## src/rtl/core/tridiagonal_thomas_solver_core_defines.svh

```systemverilog
// Assertion macros for the tridiagonal solver core.
// No dependencies.
`ifndef TRIDIAGONAL_THOMAS_SOLVER_CORE_DEFINES_SVH
`define TRIDIAGONAL_THOMAS_SOLVER_CORE_DEFINES_SVH
// a implies b on the same edge
`define TTS_ASSERT_IMP(label, clk, rst_n, a, b) \
    label: assert property (@(posedge clk) disable iff (!rst_n) (a) |-> (b)) \
        else $error("%m: check failed");
// a implies b on the following edge
`define TTS_ASSERT_NEXT(label, clk, rst_n, a, b) \
    label: assert property (@(posedge clk) disable iff (!rst_n) (a) |=> (b)) \
        else $error("%m: check failed");
`endif

```

## src/rtl/core/tts_pkg.sv

```systemverilog
// Package for the tridiagonal solver core: sizes, status codes, states, helpers.
// No dependencies.
package tts_pkg;
    localparam int MAX_ROWS  = 64;
    localparam int FRAC_BITS = 16;
    localparam int ROW_W     = $clog2(MAX_ROWS);
    localparam int CNT_W     = ROW_W + 1;
    localparam int DIV_W     = 32 + FRAC_BITS;
    localparam int DCNT_W    = $clog2(DIV_W + 1);

    typedef logic [1:0] t_status;
    localparam t_status ST_OK     = 2'd0;
    localparam t_status ST_NODOM  = 2'd1;
    localparam t_status ST_ZPIVOT = 2'd2;

    typedef enum logic [3:0] {
        S_IDLE, S_MUL, S_PREP, S_DIV_U, S_DIV_Q, S_WRITE,
        S_ERR, S_BS_RD, S_BS_MUL, S_BS_OUT, S_DONE
    } t_state;

    typedef struct packed {
        logic            start;
        logic            neg;
        logic [DIV_W-1:0] num;
        logic [31:0]     den;
    } t_div_req;

    typedef struct packed {
        logic        done;
        logic [31:0] quot;
    } t_div_rsp;

    function automatic logic signed [31:0] sat32(input logic signed [65:0] v);
        if (v > 66'sd2147483647) return 32'sh7fffffff;
        if (v < -66'sd2147483648) return 32'sh80000000;
        return v[31:0];
    endfunction

    // floor product shifted down; arithmetic shift gives floor
    function automatic logic signed [63:0] fxshift(input logic signed [63:0] p);
        return p >>> FRAC_BITS;
    endfunction
endpackage

```

## src/rtl/core/tts_div.sv

```systemverilog
// Restoring divider, one quotient bit per cycle, truncating, saturating to 32 bits.
// Depends on tts_pkg.
module tts_div (
    input  logic              i_clk,
    input  logic              i_rst_n,
    input  tts_pkg::t_div_req i_req,
    output tts_pkg::t_div_rsp o_rsp
);
    import tts_pkg::*;

    logic              r_busy, n_busy;
    logic [DCNT_W-1:0] r_cnt, n_cnt;
    logic [DIV_W-1:0]  r_quo, n_quo;
    logic [32:0]       r_rem, n_rem;
    logic [31:0]       r_den, n_den;
    logic              r_neg, n_neg;
    logic              r_done, n_done;
    logic [33:0]       w_sh;
    logic [DIV_W-1:0]  w_fin;

    always_ff @(posedge i_clk) begin
        if (!i_rst_n) begin
            r_busy <= 1'b0;
            r_done <= 1'b0;
        end else begin
            r_busy <= n_busy;
            r_done <= n_done;
        end
        r_cnt <= n_cnt;
        r_quo <= n_quo;
        r_rem <= n_rem;
        r_den <= n_den;
        r_neg <= n_neg;
    end

    always_comb begin
        n_busy = r_busy;
        n_cnt  = r_cnt;
        n_quo  = r_quo;
        n_rem  = r_rem;
        n_den  = r_den;
        n_neg  = r_neg;
        n_done = 1'b0;
        w_sh   = {r_rem, r_quo[DIV_W-1]};
        if (i_req.start) begin
            n_busy = 1'b1;
            n_cnt  = DCNT_W'(DIV_W);
            n_quo  = i_req.num;
            n_rem  = '0;
            n_den  = i_req.den;
            n_neg  = i_req.neg;
        end else if (r_busy) begin
            if (w_sh >= {2'b00, r_den}) begin
                n_rem = 33'(w_sh - {2'b00, r_den});
                n_quo = {r_quo[DIV_W-2:0], 1'b1};
            end else begin
                n_rem = w_sh[32:0];
                n_quo = {r_quo[DIV_W-2:0], 1'b0};
            end
            n_cnt = r_cnt - 1'b1;
            if (r_cnt == DCNT_W'(1)) begin
                n_busy = 1'b0;
                n_done = 1'b1;
            end
        end
    end

    // magnitude quotient to signed saturated result
    always_comb begin
        w_fin = r_quo;
        o_rsp.done = r_done;
        if (r_neg) begin
            if (w_fin > DIV_W'(33'h080000000)) o_rsp.quot = 32'h80000000;
            else o_rsp.quot = 32'(-w_fin);
        end else begin
            if (w_fin > DIV_W'(32'h7fffffff)) o_rsp.quot = 32'h7fffffff;
            else o_rsp.quot = w_fin[31:0];
        end
    end
endmodule

```

## config.mk

```make
export PLATFORM = sky130hd
export DESIGN_NAME = tts_div
export DESIGN_NICKNAME = d
export VERILOG_FILES = /design/src/rtl/core/tridiagonal_thomas_solver_core_defines.svh /design/src/rtl/core/tts_pkg.sv /design/src/rtl/core/tts_div.sv
export SDC_FILE = /design/constraint.sdc
export NUM_CORES = 1
export LEC_CHECK = 0
export ABC_AREA = 0
export BUFFER_PORTS_ARGS = -buffer_cell sky130_fd_sc_hd__buf_2
export CAP_MARGIN = 30
export CORE_UTILIZATION = 30
export CTS_BUF_LIST = sky130_fd_sc_hd__clkbuf_8
export CTS_CLUSTER_DIAMETER = 50
export DETAILED_ROUTE_END_ITERATION = 10
export PLACE_DENSITY = 0.47
export SLEW_MARGIN = 20
export SYNTH_ARGS = -nofsm -noshare
export SYNTH_HDL_FRONTEND = slang
export SYNTH_SLANG_ARGS = --single-unit
```

## constraint.sdc

```tcl
create_clock -name i_clk -period 4.2 [get_ports i_clk]
set_input_delay 0.63 -clock i_clk [delete_from_list [all_inputs] [get_ports i_clk]]
set_output_delay 0.63 -clock i_clk [all_outputs]
set_load 0.03 [all_outputs]
```

==> results.yml <==
timing:
  slew_headroom_pct: 52.5
  worst_slew_pin_slew_ns: 0.708
  setup_viol: 0
  hold_violations: 0
  worst_slack_ns: 0.177
  fmax_ghz: 0.249
  skew_ns: 0.0181
  rsz0062_at_grt: "no"
  slew_viol_final: 0
  tns_ns: 0
  fin_crit_ns: 4.02
  period_share_pct: 95.8
floorplan:
  die_h_um: 164
  fp.dieArea_um2: 27000
  coreArea_um2: 25500
  initial_core_util_pct: 31.0
  dieWidth_um: 164
  io_pins: 117
  rows: 58
synth:
  synthXorXnorAreaFrac_pct: 3.11
  ys_seq_area_share_pct: 41.2
  async_flop_share_pct: 0
  synth-edff-count: 81
  yosys.area_share.simple_pct: 18.9
  synth-compound-area-share_pct: 18.8
  synthFlopType: "edfxtp_1"
  ys_warn_count: 0
  ys_types: 75
  syn_inst: 847
  synth_adder_area_share_pct: 5.80
  synthMuxAreaShare_pct: 6.68
  syn_area_per_cell_um2: 9.32
  synth_top_family_by_area: "simple AND/OR/NAND/NOR gates"
  syn-num-nets: 967
  synth_seq_cells: 122
  syn-cell-area_um2: 7890
worst_setup_path:
  critPathKind: "register to primary output"
  reg2reg_to: "r_rem[30]$_SDFFE_PP0P_"
  path_cells: "or3_4 -> nand4b_4 -> or4b_1 -> or3_1 -> nor3_2 -> nor2b_1 -> o21ai_0 -> o311ai_1 -> buf_2"
  cpPeakStageDelay_ns: 0.63
  timing.rr.start: "r_quo[47]$_DFFE_PP_"
  r2r_cells: 13
  path_max_fanout: 8
  end_kind: "primary output"
  cp_slowest_cell: "or4b_1"
  r2r_setup_slack_ns: 0.76
  crit_start: "r_quo[13]$_DFFE_PP_"
  worstSetupEndpoint: "o_rsp[29]"
  worstPathArrival_ns: 3.39
  critPathLaunchType: "register"
  cp_data_required_time_ns: 3.57
global_routing:
  grt_max_degree: 55
  grtUsageTotal_pct: 16.2
  gr-total-overflow: 0
  grt_pass1_wl_um: 34200
  antenna_found_initial: 0
  grt_pass1_vias: 6539
pwr:
  power_density_nw_per_um2: 354
  p_leak_nw: 3.74
  peakVddDrop_mv: 0.167
clocking:
  cts_hold_buf: 0
  clockBufferDepth: 2
  tritoncts: "yes"
  numCtsBuffers: 17
  clk_pin_slew_ns: 0.08
  clockRootBuffer: "clkbuf_8"
  clk_latency_ns: 0.44
  clkSinkCount: 122
  htree_levels: 4
  cts_setup_buffers: 0
cells_and_area:
  final_common_cell: "buf_2"
  area_growth_pct: 16.5
  drive_above_1_share_pct: 23.8
  num-nets-final: 1073
  final_area_um2: 9190
  layout_common_cells: "115 x buf_2, 110 x nand2_1, 81 x edfxtp_1"
place:
  hpwl_um: 15300
  place_area_um2: 8810
  dp_slack_ns: 0.368
  place.gp.congestion: 0.859
  portBuffers: 116
drt:
  antenna_left: 0
  viasPerCell: 5.11
  wl_um: 21100
  vias: 6631
  drt_iter0_drc: 389
  dr.pass1.iters: 4
  drc: 0
  wl_per_cell_um: 16.2
hold_path:
  hold_class: "input port to register"
outcome:
  status: "finished clean"
run:
  timing.max_cap.violations: 0
[sequential cells by signal, indices dropped and copies added, names as in the netlist]
name    cells
r_busy      1
r_cnt       6
r_den      32
r_done      1
r_neg       1
r_quo      48
r_rem      33
[what timing repair did]
item / in CTS / in global routing
setup endpoints to repair: 12 / 30
pin swaps: 0 / 0
gates resized for setup: 2 / 7
[cell type report]
class,instances,area (µm²)
inverter,58,218
clock inverter,15,123
multi-input combinational,620,4230
sequential,122,3250
clock buffer,17,234
timing repair buffer,134,718
tap,330,413
antenna,1,2.50
fill,2689,16300
[logic make-up (layout without fill, tap and decap cells)]
kind of cell             Yosys count  in the layout
adder cells (fa/ha/maj)           36             36
other                              0              1
AO/OA/AOI/OAI                    210            210
multiplexers                      47             47
buffers and inverters            105            224
XOR/XNOR                          28             28
AND/OR/NAND/NOR                  299            299
flip-flops                       122            122
[worst max-delay path, delay by kind of cell (launching register included)]
family          cells  cell delay [ns]
compound gates      2             0.22
buf+inv             1             0.24
flops               1             0.49
simple gates        6             2.00
[worst min path at each step]
stage	from	end	slack, ns	depth (start not counted)
2_1_floorplan	r_rem[32]$_SDFFE_PP0P_	r_rem[32]$_SDFFE_PP0P_	0.44	2
6_report	i_req[80]	r_neg$_DFFE_PP_	0.36	1
5_1_grt	i_req[12]	r_den[12]$_DFFE_PP_	0.32	1
3_5_place_dp	r_rem[2]$_SDFFE_PP0P_	r_rem[2]$_SDFFE_PP0P_	0.48	2
3_3_place_gp	r_cnt[1]$_SDFFE_PP0P_	r_cnt[1]$_SDFFE_PP0P_	0.48	2
4_1_cts	i_req[80]	r_neg$_DFFE_PP_	0.33	1
[through the flow]
stage	std cells	utilization (%)	hold slack, ns	total power [mW]
2_1_floorplan	847	-	0.442	2.06
3_5_place_dp	1264	34.6	0.484	2.30
3_3_place_gp	1264	34.6	0.483	2.30
6_report	1297	36.1	0.359	3.25
4_1_cts	1296	36.0	0.327	3.29
5_1_grt	1296	36.1	0.323	3.45
[synth_stat cells, types with 16 or more instances]
cell / number / share of area [%]
mux2_2: 45 / 6.4
or3_1: 16 / 1.3
dfxtp_1: 41 / 10
ha_1: 35 / 5.5
a311oi_1: 23 / 2.6
edfxtp_1: 81 / 31
nand2_1: 110 / 5.2
a21o_1: 16 / 1.5
nand3_1: 16 / 1.0
clkbuf_1: 31 / 1.5
o21ai_0: 44 / 2.8
o311ai_1: 18 / 2.0
nor2_1: 56 / 2.7
a21oi_1: 33 / 2.1
nor3_1: 21 / 1.3
xnor2_1: 20 / 2.2
inv_1: 58 / 2.8
[power by group]
group	internal, mW	leakage (nW)	total, mW	switching, mW
registers	1.40	1.14	1.50	0.0921
clock network	0.507	0.199	0.979	0.471
logic	0.317	2.40	0.780	0.464
[layer usage]
metal	track usage, %	wire (µm)	up-vias
li1	-	-	3354
met1	21.2	10100	3131
met2	27.3	9960	129
met3	2.90	831	17
met4	4.12	221	0
met5	0	0	-
Note: power is estimated with default switching activity, not from simulation.
